### src/design/jesl_pkg.sv
// ----------------------------------------------------------------------------
// jesl_pkg: shared types and constants of the JPEG Exif segment locator
// Holds the result status codes, the scan sequencer states, the offsets
// within a segment and the byte constants of the JPEG and Exif formats.
// ----------------------------------------------------------------------------
package jesl_pkg;

   // Result status codes.
   typedef enum logic [2:0] {
      ST_EXIF_FOUND  = 3'd0,
      ST_NO_EXIF     = 3'd1,
      ST_NOT_JPEG    = 3'd2,
      ST_TRUNCATED   = 3'd3,
      ST_SEG_OVERRUN = 3'd4,
      ST_IFD_BAD     = 3'd5,
      ST_TIFF_CUT    = 3'd6
   } status_type;

   // Scan sequencer states.
   typedef enum logic [3:0] {
      S_IDLE,
      S_CHECK,
      S_MARK,
      S_HEAD,
      S_SEGCHK,
      S_SIG,
      S_SIGEND,
      S_TIFF,
      S_FINAL,
      S_RESULT
   } scan_state_type;

   // Byte history: the last WIN_DEPTH bytes are visible, kept in a ring.
   localparam int WIN_DEPTH  = 18;
   localparam int RING_DEPTH = 32;
   localparam int RING_BITS  = 5;
   localparam int OFF_BITS   = 5;

   // Byte offsets from the marker position.
   localparam logic [OFF_BITS-1:0] OFF_MARK_LO   = 5'd1;
   localparam logic [OFF_BITS-1:0] OFF_LEN_HI    = 5'd2;
   localparam logic [OFF_BITS-1:0] OFF_LEN_LO    = 5'd3;
   localparam logic [OFF_BITS-1:0] OFF_SIG_FIRST = 5'd4;
   localparam logic [OFF_BITS-1:0] OFF_SIG_LAST  = 5'd9;
   localparam logic [OFF_BITS-1:0] OFF_TIFF      = 5'd10;
   localparam logic [OFF_BITS-1:0] OFF_TIFF_LAST = 5'd17;

   // Format constants.
   localparam logic [7:0]  MARKER_PREFIX = 8'hFF;
   localparam logic [7:0]  SOI_SECOND    = 8'hD8;
   localparam logic [7:0]  APP1_CODE     = 8'hE1;
   localparam logic [15:0] ORDER_INTEL   = 16'h4949;

   // Result stream layout.
   localparam int RSP_DATA_BITS = 88;

   // Exif signature "Exif" followed by two zero bytes.
   function automatic logic [7:0] exif_sig_byte(input logic [2:0] sel);
      logic [7:0] val;
      case (sel)
         3'd0:    val = 8'h45;
         3'd1:    val = 8'h78;
         3'd2:    val = 8'h69;
         3'd3:    val = 8'h66;
         default: val = 8'h00;
      endcase
      return val;
   endfunction

endpackage

### src/design/jpeg_exif_segment_locator_core.sv
// ----------------------------------------------------------------------------
// jpeg_exif_segment_locator_core: finds the Exif APP1 segment of a JPEG file
// Takes the file one byte per request, checks the start-of-image marker, walks
// the marker segments and reports where the TIFF header of the Exif segment
// starts, its byte order and its first IFD offset, or why none was found.
// ----------------------------------------------------------------------------
// Write the file length to the csr port before the first byte, then stream the
// file with req_tuser set on byte 0. The length register is taken only while
// the core is idle and no byte request is offered. At most one response comes
// per file; bytes after it are dropped until req_tuser is set again. Each byte
// request enters in the idle state; every scan position then visited gets a
// bound check, then a fetch; a marker header, a signature compare and a TIFF
// header read add further fetch steps. A plain byte thus goes through entry,
// bound check and fetch of its own position, and the bound check of the next
// position, which then waits for its byte. This pace is set by the byte history
// buffer, a RAM of the last bytes that the sequencer reads one byte per cycle.
// The block does not take a request while it scans or while a response waits
// to be taken.
module jpeg_exif_segment_locator_core
   import jesl_pkg::*;
#(
   parameter int POS_BITS = 32
) (
   input  logic                     clock,
   input  logic                     reset,
   // Configuration: file length in bytes.
   input  logic                     csr_valid,
   output logic                     csr_ready,
   input  logic [31:0]              csr_data,
   // Byte requests.
   input  logic                     req_tvalid,
   output logic                     req_tready,
   input  logic [7:0]               req_tdata,   // [7:0] data_byte
   input  logic                     req_tuser,   // [0] first_byte
   // Responses.
   output logic                     rsp_tvalid,
   input  logic                     rsp_tready,
   output logic [RSP_DATA_BITS-1:0] rsp_tdata    // [2:0] status, [3] little_endian,
                                                 // [35:4] tiff_start,
                                                 // [67:36] ifd_offset,
                                                 // [83:68] segment_length, zero pad
);

   localparam int CW = ((POS_BITS > 32) ? POS_BITS : 32) + 2;

   scan_state_type        state_ff, state_in;
   logic [POS_BITS-1:0]   count_ff, count_in;
   logic [POS_BITS-1:0]   idx_ff, idx_in;
   logic [POS_BITS-1:0]   pos_ff, pos_in;
   logic                  fin_ff, fin_in;
   logic [31:0]           flen_ff;
   logic [OFF_BITS-1:0]   off_ff, rd_off;
   logic [7:0]            mark_lo_ff, mark_lo_in;
   logic [15:0]           seg_ff, seg_in;
   logic                  match_ff, match_in;
   logic                  hit_ff;
   logic [7:0]            tiff_ff [8];
   logic                  tiff_we;

   status_type            status_ff;
   logic                  le_ff;
   logic [31:0]           tstart_ff;
   logic [31:0]           ifd_ff;
   logic [15:0]           seglen_ff;
   logic                  emit_en;
   status_type            emit_code;

   logic                  req_take, start_clear, fin_base, take_live;
   logic [POS_BITS-1:0]   cnt_base, pos_base;
   logic [7:0]            byte_in, ram_rdata, rd_byte;
   logic                  first_bad, second_bad;
   logic [CW-1:0]         p_x, len_x, idx_x, cnt_x, seg_x, q_x, skip_x, tstart_x;
   logic                  rd_hit;
   logic                  c_end, c_trunc, c_wait0, c_ff, c_wait3;
   logic                  c_overrun, c_app1, c_wait9, c_cut, c_wait17;
   logic                  order_le, c_ifd_bad;
   logic [31:0]           ifd_val;

   // Configuration is taken only while the scan is paused and no byte waits.
   assign csr_ready = (state_ff == S_IDLE) && !req_tvalid;

   always_ff @(posedge clock) begin
      if (reset) begin
         flen_ff <= '0;
      end else if (csr_valid && csr_ready) begin
         flen_ff <= csr_data;
      end
   end

   // Request decode: a start flag restarts the scan before the byte is used.
   assign req_tready  = (state_ff == S_IDLE);
   assign req_take    = req_tvalid & req_tready;
   assign start_clear = req_tuser;
   assign byte_in     = req_tdata;
   assign cnt_base    = start_clear ? '0 : count_ff;
   assign pos_base    = start_clear ? POS_BITS'(2) : pos_ff;
   assign fin_base    = start_clear ? 1'b0 : fin_ff;
   assign take_live   = req_take & ~fin_base;
   assign first_bad   = (cnt_base == '0) &&
                        ((flen_ff < 32'd2) || (byte_in != MARKER_PREFIX));
   assign second_bad  = (cnt_base == POS_BITS'(1)) && (byte_in != SOI_SECOND);

   // Positions widened so that sums and compares never wrap.
   assign p_x    = CW'(pos_ff);
   assign len_x  = CW'(flen_ff);
   assign idx_x  = CW'(idx_ff);
   assign cnt_x  = CW'(count_ff);
   assign seg_x  = CW'(seg_ff);
   assign skip_x = p_x + CW'(2) + seg_x;
   assign tstart_x = p_x + CW'(OFF_TIFF);

   // Byte history read address: marker position plus the byte offset.
   always_comb begin
      case (state_ff)
         S_CHECK:  rd_off = '0;
         S_MARK:   rd_off = OFF_MARK_LO;
         S_SEGCHK: rd_off = OFF_SIG_FIRST;
         S_SIGEND: rd_off = OFF_TIFF;
         S_HEAD:   rd_off = off_ff + OFF_BITS'(1);
         S_SIG:    rd_off = off_ff + OFF_BITS'(1);
         S_TIFF:   rd_off = off_ff + OFF_BITS'(1);
         default:  rd_off = '0;
      endcase
   end

   assign q_x    = p_x + CW'(rd_off);
   assign rd_hit = (q_x < cnt_x) && ((cnt_x - q_x) <= CW'(WIN_DEPTH));

   jesl_ram #(
      .WIDTH (8),
      .DEPTH (RING_DEPTH)
   ) u_ring (
      .clock   (clock),
      .wr_en   (take_live),
      .wr_addr (cnt_base[RING_BITS-1:0]),
      .wr_data (byte_in),
      .rd_addr (q_x[RING_BITS-1:0]),
      .rd_data (ram_rdata)
   );

   // Bytes outside the visible history read as zero.
   assign rd_byte = hit_ff ? ram_rdata : 8'h00;

   // Bound and availability checks at the current scan position.
   assign c_end     = p_x >= len_x;
   assign c_trunc   = (p_x + CW'(4)) > len_x;
   assign c_wait0   = p_x > idx_x;
   assign c_ff      = rd_byte == MARKER_PREFIX;
   assign c_wait3   = (p_x + CW'(3)) > idx_x;
   assign c_overrun = skip_x > len_x;
   assign c_app1    = (mark_lo_ff == APP1_CODE) && ((p_x + CW'(OFF_TIFF)) <= len_x);
   assign c_wait9   = (p_x + CW'(OFF_SIG_LAST)) > idx_x;
   assign c_cut     = (p_x + CW'(18)) > len_x;
   assign c_wait17  = (p_x + CW'(OFF_TIFF_LAST)) > idx_x;

   // TIFF header decode.
   assign order_le  = {tiff_ff[0], tiff_ff[1]} == ORDER_INTEL;
   assign ifd_val   = order_le ? {tiff_ff[7], tiff_ff[6], tiff_ff[5], tiff_ff[4]}
                               : {tiff_ff[4], tiff_ff[5], tiff_ff[6], tiff_ff[7]};
   assign c_ifd_bad = (34'(ifd_val) + 34'(OFF_TIFF)) > 34'(seg_ff);

   // Next state.
   always_comb begin
      state_in = state_ff;
      case (state_ff)
         S_IDLE: begin
            if (take_live) begin
               if (first_bad || second_bad) begin
                  state_in = S_RESULT;
               end else if (cnt_base != '0) begin
                  state_in = S_CHECK;
               end
            end
         end
         S_CHECK: begin
            if (c_end || c_trunc) begin
               state_in = S_RESULT;
            end else if (c_wait0) begin
               state_in = S_IDLE;
            end else begin
               state_in = S_MARK;
            end
         end
         S_MARK: begin
            if (!c_ff) begin
               state_in = S_CHECK;
            end else if (c_wait3) begin
               state_in = S_IDLE;
            end else begin
               state_in = S_HEAD;
            end
         end
         S_HEAD: begin
            if (off_ff == OFF_LEN_LO) begin
               state_in = S_SEGCHK;
            end
         end
         S_SEGCHK: begin
            if (c_overrun) begin
               state_in = S_RESULT;
            end else if (c_app1) begin
               state_in = c_wait9 ? S_IDLE : S_SIG;
            end else begin
               state_in = S_CHECK;
            end
         end
         S_SIG: begin
            if (off_ff == OFF_SIG_LAST) begin
               state_in = S_SIGEND;
            end
         end
         S_SIGEND: begin
            if (!match_ff) begin
               state_in = S_CHECK;
            end else if (c_cut) begin
               state_in = S_RESULT;
            end else if (c_wait17) begin
               state_in = S_IDLE;
            end else begin
               state_in = S_TIFF;
            end
         end
         S_TIFF: begin
            if (off_ff == OFF_TIFF_LAST) begin
               state_in = S_FINAL;
            end
         end
         S_FINAL: begin
            state_in = S_RESULT;
         end
         S_RESULT: begin
            if (rsp_tready) begin
               state_in = S_IDLE;
            end
         end
         default: begin
            state_in = S_IDLE;
         end
      endcase
   end

   // Datapath updates and result capture.
   always_comb begin
      count_in   = count_ff;
      idx_in     = idx_ff;
      pos_in     = pos_ff;
      fin_in     = fin_ff;
      mark_lo_in = mark_lo_ff;
      seg_in     = seg_ff;
      match_in   = match_ff;
      tiff_we    = 1'b0;
      emit_en    = 1'b0;
      emit_code  = ST_EXIF_FOUND;
      case (state_ff)
         S_IDLE: begin
            if (req_take) begin
               count_in = cnt_base;
               pos_in   = pos_base;
               fin_in   = fin_base;
               if (take_live) begin
                  idx_in   = cnt_base;
                  count_in = cnt_base + POS_BITS'(1);
                  if (first_bad || second_bad) begin
                     emit_en   = 1'b1;
                     emit_code = ST_NOT_JPEG;
                  end
               end
            end
         end
         S_CHECK: begin
            if (c_end) begin
               emit_en   = 1'b1;
               emit_code = ST_NO_EXIF;
            end else if (c_trunc) begin
               emit_en   = 1'b1;
               emit_code = ST_TRUNCATED;
            end
         end
         S_MARK: begin
            if (!c_ff) begin
               pos_in = pos_ff + POS_BITS'(1);
            end
         end
         S_HEAD: begin
            if (off_ff == OFF_MARK_LO) begin
               mark_lo_in = rd_byte;
            end else if (off_ff == OFF_LEN_HI) begin
               seg_in = {rd_byte, seg_ff[7:0]};
            end else begin
               seg_in = {seg_ff[15:8], rd_byte};
            end
         end
         S_SEGCHK: begin
            if (c_overrun) begin
               emit_en   = 1'b1;
               emit_code = ST_SEG_OVERRUN;
            end else if (c_app1) begin
               match_in = 1'b1;
            end else begin
               pos_in = skip_x[POS_BITS-1:0];
            end
         end
         S_SIG: begin
            match_in = match_ff &
                       (rd_byte == exif_sig_byte(3'(off_ff - OFF_SIG_FIRST)));
         end
         S_SIGEND: begin
            if (!match_ff) begin
               pos_in = skip_x[POS_BITS-1:0];
            end else if (c_cut) begin
               emit_en   = 1'b1;
               emit_code = ST_TIFF_CUT;
            end
         end
         S_TIFF: begin
            tiff_we = 1'b1;
         end
         S_FINAL: begin
            emit_en   = 1'b1;
            emit_code = c_ifd_bad ? ST_IFD_BAD : ST_EXIF_FOUND;
         end
         default: begin
         end
      endcase
      if (emit_en) begin
         fin_in = 1'b1;
      end
   end

   // Control registers.
   always_ff @(posedge clock) begin
      if (reset) begin
         state_ff <= S_IDLE;
         count_ff <= '0;
         idx_ff   <= '0;
         pos_ff   <= POS_BITS'(2);
         fin_ff   <= 1'b0;
      end else begin
         state_ff <= state_in;
         count_ff <= count_in;
         idx_ff   <= idx_in;
         pos_ff   <= pos_in;
         fin_ff   <= fin_in;
      end
   end

   // Scan working registers.
   always_ff @(posedge clock) begin
      off_ff     <= rd_off;
      hit_ff     <= rd_hit;
      mark_lo_ff <= mark_lo_in;
      seg_ff     <= seg_in;
      match_ff   <= match_in;
   end

   // TIFF header bytes, filled in arrival order.
   always_ff @(posedge clock) begin
      if (tiff_we) begin
         tiff_ff[3'(off_ff - OFF_TIFF)] <= rd_byte;
      end
   end

   // Result register; all fields but the status are zero on a failure.
   always_ff @(posedge clock) begin
      if (emit_en) begin
         status_ff <= emit_code;
         if (emit_code == ST_EXIF_FOUND) begin
            le_ff     <= order_le;
            tstart_ff <= tstart_x[31:0];
            ifd_ff    <= ifd_val;
            seglen_ff <= seg_ff;
         end else begin
            le_ff     <= 1'b0;
            tstart_ff <= '0;
            ifd_ff    <= '0;
            seglen_ff <= '0;
         end
      end
   end

   assign rsp_tvalid = (state_ff == S_RESULT);
   assign rsp_tdata  = {4'b0000, seglen_ff, ifd_ff, tstart_ff, le_ff, status_ff};

endmodule

### src/design/jesl_ram.sv
// ----------------------------------------------------------------------------
// jesl_ram: generic single-write, single-read RAM
// One write port and one read port with registered read data.
// ----------------------------------------------------------------------------
module jesl_ram #(
   parameter int WIDTH = 8,
   parameter int DEPTH = 32
) (
   input  logic                     clock,
   input  logic                     wr_en,
   input  logic [$clog2(DEPTH)-1:0] wr_addr,
   input  logic [WIDTH-1:0]         wr_data,
   input  logic [$clog2(DEPTH)-1:0] rd_addr,
   output logic [WIDTH-1:0]         rd_data
);

   logic [WIDTH-1:0] mem_ff [DEPTH];
   logic [WIDTH-1:0] rd_data_ff;

   // Write port.
   always_ff @(posedge clock) begin
      if (wr_en) begin
         mem_ff[wr_addr] <= wr_data;
      end
   end

   // Registered read port.
   always_ff @(posedge clock) begin
      rd_data_ff <= mem_ff[rd_addr];
   end

   assign rd_data = rd_data_ff;

endmodule

### config.mk
export PLATFORM = sky130hd
export DESIGN_NAME = jpeg_exif_segment_locator_core
export DESIGN_NICKNAME = d
export VERILOG_FILES = /design/src/design/jesl_pkg.sv /design/src/design/jpeg_exif_segment_locator_core.sv /design/src/design/jesl_ram.sv
export SDC_FILE = /design/constraint.sdc
export NUM_CORES = 2
export LEC_CHECK = 0
export ABC_AREA = 0
export CAP_MARGIN = 20
export CORE_AREA = 5 5 324 405
export CTS_CLUSTER_SIZE = 8
export DETAILED_ROUTE_END_ITERATION = 8
export DIE_AREA = 0 0 329 410
export DONT_BUFFER_PORTS = 1
export PLACE_DENSITY_LB_ADDON = 0.15
export SLEW_MARGIN = 10
export SYNTH_ARGS = -nofsm -noshare
export SYNTH_HDL_FRONTEND = slang
export SYNTH_HIERARCHICAL = 1
export SYNTH_SLANG_ARGS = --single-unit
### constraint.sdc
create_clock -name clock -period 6.8 [get_ports clock]
set_input_delay 0.34 -clock clock [delete_from_list [all_inputs] [get_ports clock]]
set_output_delay 0.34 -clock clock [all_outputs]
set_load 0.1 [all_outputs]
==> flow_metrics.tcl <==
set metrics [dict create \
    fin_crit_sh 0.917 \
    synth.ff_latch_count 560 \
    clock_latency_ns 0.70 \
    die_w_um 329 \
    path_cells "nor2b_1 > buf_4 > o21ai_0 > o21ai_0 > ha_4 > inv_1 > fa_1 > nor2b_1 > o21ai_0 > nand2b_1 > a21oi_1 > nor3_1 > nand2_1 > xor2_1 > ha_1 > a21oi_1 > o21ai_0 > mux2i_1 > a311o_1 > or4_1 > or3_1 > nor4_1 > nand4_1 > nor4_1" \
    min_period_ns 6.24 \
    num_vias 30100 \
    ys_seq_area_frac 0.406 \
    vias_per_cell 5.38 \
    cts_tree "yes" \
    slowest_stage "nor3_1" \
    async_reset_ff_frac 0 \
    cp-end-kind "flop" \
    ant_nets 0 \
    dpl_cell_area_mm2 0.0402 \
    clkPwrFrac 0.276 \
    drc 0 \
    die_h_um 410 \
    required_ns 7.35 \
    crit_path_max_fanout 11 \
    ys_types 91 \
    routed_wirelength_um 143000 \
    num_io_pins 137 \
    drv_cap 0 \
    num-fill-cells 12900 \
    fin_nets 4263 \
    pre_cts_slack_ns 0.652 \
    p_seq_frac 0.444 \
    combinationalPowerShare 0.280 \
    slew_viol_final 0 \
    path_clk_slew_ns 0.05 \
    yosys_warnings 6 \
    synth-edff-count 413 \
    cpMostUsedCell "o21ai_0" \
    min_path_type "input port to flop" \
    dieArea_mm2 0.135 \
    htreeDepth 3 \
    grt_max_degree 130 \
    rrSetupSlack_ns 0.56 \
    arrival_ns 6.79 \
    postCtsHoldBufs 51 \
    hold_viol 0 \
    p_sw_mw 6.24 \
    critPathKind "flop to flop" \
    setup_tns_ns 0 \
    portBuffers 0 \
    synth_flop_cell "edfxtp_1" \
    worst_pin_slew_ns 0.999 \
    p_leak_nw 16.2 \
    final-seq-area_mm2 0.0153 \
    grt_pass1_wl_um 209000 \
    row_count 146 \
    wl_per_cell_um 25.7 \
    syn-instance-count 3745 \
    switching_share 0.443 \
    antenna_found_initial 2 \
    finalSetupViolCount 0 \
    synth_area_per_cell_um2 10.1 \
    fin_ws_ns 0.563 \
    cts_root_buffer "clkbuf_16" \
    fmax_mhz 160 \
    start_kind "flop" \
    dp_hpwl_um 108000 \
    netlist_area_mm2 0.0377 \
    clk_path_buf_depth 3 \
    fin_area_mm2 0.0433 \
    slowest_delay_ns 0.66 \
    area_delta_synth_final_pct 14.7 \
    power_density_mw_per_mm2 326 \
    track_usage 0.208 \
    cts_setup_buffers 0 \
    relSlewSlack 0.333 \
    coreArea_mm2 0.127 \
    peakVddDrop_mv 0.288 \
    initial_core_util 0.298 \
    cts_buffers 81 \
    status "finished clean" \
    drive_gt1_frac 0.114 \
    rsz0062_at_grt "false" \
    post_cts_resized 0 \
    gp_routability_congestion 0.946 \
    drt_pass1_iterations 5 \
    internal_power_mw 7.85 \
    overflow 0 \
    drt_iter0_drc 1992 \
    clkSinkCount 560 \
    grt_pass1_vias 30500 \
    skew_ns 0.0633 \
    multi_input_area_mm2 0.0211 \
]
==> path summary, 6_finish.rpt <==
kind,cells past startpoint,from,to
max,24,state_ff[3],hit_ff
min,3,rsp_tready,state_ff[3]
max reg2reg,24,state_ff[3],hit_ff
min reg2reg,2,idx_ff[30],idx_ff[30]
==> flip-flops by register name, summed over array words and instances, names as in the netlist <==
signal,count
count_ff,32
fin_ff,1
flen_ff,32
hit_ff,1
idx_ff,32
ifd_ff,32
le_ff,1
mark_lo_ff,8
match_ff,1
off_ff,5
pos_ff,32
seg_ff,16
seglen_ff,16
state_ff,4
status_ff,3
tiff_ff,48
tstart_ff,32
u_ring/mem_ff,256
u_ring/rd_data,8
==> layout make-up <==
cell class / count / share of cell area
antenna: 1 / 0.0000578
clock buffer: 124 / 0.0510
clock inverter: 9 / 0.00543
inverter: 160 / 0.0139
multi-input combinational: 2843 / 0.486
sequential: 560 / 0.354
tap: 1702 / 0.0492
timing repair buffer: 190 / 0.0397
==> synth_stat cells, types with 12 or more instances <==
cell type  instances  area [um^2]
and3_1            27          169
dfxtp_1          147         2940
nor2_1           310         1160
inv_1            155          582
a221oi_1          12          105
o21a_1            14          105
edfxtp_1         413        12400
nand3_1           96          480
or2_2             14         87.6
nand2b_1          28          175
nor4_1            45          282
a211oi_1          46          345
o22ai_1           13         81.3
clkbuf_1         131          492
and4_1            18          158
mux4_2            80         1800
a22oi_1           33          248
nor2b_1           28          175
buf_1             19         71.3
mux2i_1           42          420
nor3b_2           29          363
o31ai_1           21          158
nand4_1          120          751
and2_1            16          100
xnor2_1          198         1730
nor3_1            99          495
xor2_1           116         1020
ha_1             378         4730
a21oi_1          234         1170
a21o_1            47          353
o21ai_0          119          596
nor3_2            40          400
buf_2             14         70.1
o211ai_1          20          150
a31oi_1           23          144
nand2_1          407         1530
==> cell families (layout without fill, tap and decap cells) <==
family / after synthesis / after routing / share of synthesized area
adder cells (fa/ha/maj): 381 / 381 / 0.127
XOR/XNOR: 314 / 314 / 0.0729
multiplexers: 134 / 134 / 0.0625
other: 1 / 5 / 0.0000993
AND/OR/NAND/NOR: 1332 / 1332 / 0.180
AO/OA/AOI/OAI: 678 / 678 / 0.114
flip-flops: 560 / 560 / 0.406
buffers and inverters: 345 / 483 / 0.0379
==> critical path: cells and delay by family, from the launching register on <==
family                     cells  cell delay (ns)
and+or+nand+nor               10             2.78
AOI/OAI and AO/OA              7             1.49
adders and majority gates      3             0.81
DFF                            1             0.43
xor gates and xnor gates       1             0.20
buffers and inverters          2             0.19
muxes                          1             0.19
==> power groups by stage <==
stage	Combinational (mW)	Sequential (mW)	Clock, mW
after global routing	4.29	6.29	4.16
after CTS	3.99	6.27	4.03
after detailed placement	3.90	6.33	0
final	3.95	6.25	3.90
after floorplan	2.57	6.22	0
after global placement	3.90	6.33	0
==> through the flow <==
step	hold WS, ns	std cells	utilization	power (mW)
floorplan	0.432	3748	-	8.80
detailed placement	0.441	5402	0.318	10.2
finish	0.0500	5589	0.342	14.1
global placement	0.442	5400	0.318	10.2
global route	0.0532	5588	0.342	14.7
CTS	0.0119	5586	0.342	14.3
==> layer usage <==
layer	share of wire	up-vias	wire (um)	global-route usage
met5	0	-	0	0
met3	0.048	267	6820	0.0290
li1	-	14100	-	-
met1	0.41	14800	59300	0.258
met4	0.047	0	6800	0.0892
met2	0.49	895	70500	0.361
==> cells in the final DEF (no fill, tap or decap), drive strengths merged, types with 139 or more instances in the layout <==
master  instances
edfxtp        413
nand2         407
ha            378
nor2          310
a21oi         234
xnor2         198
inv           157
buf           148
dfxtp         147
nor3          139
No activity file was read; power rests on OpenSTA's default activity.
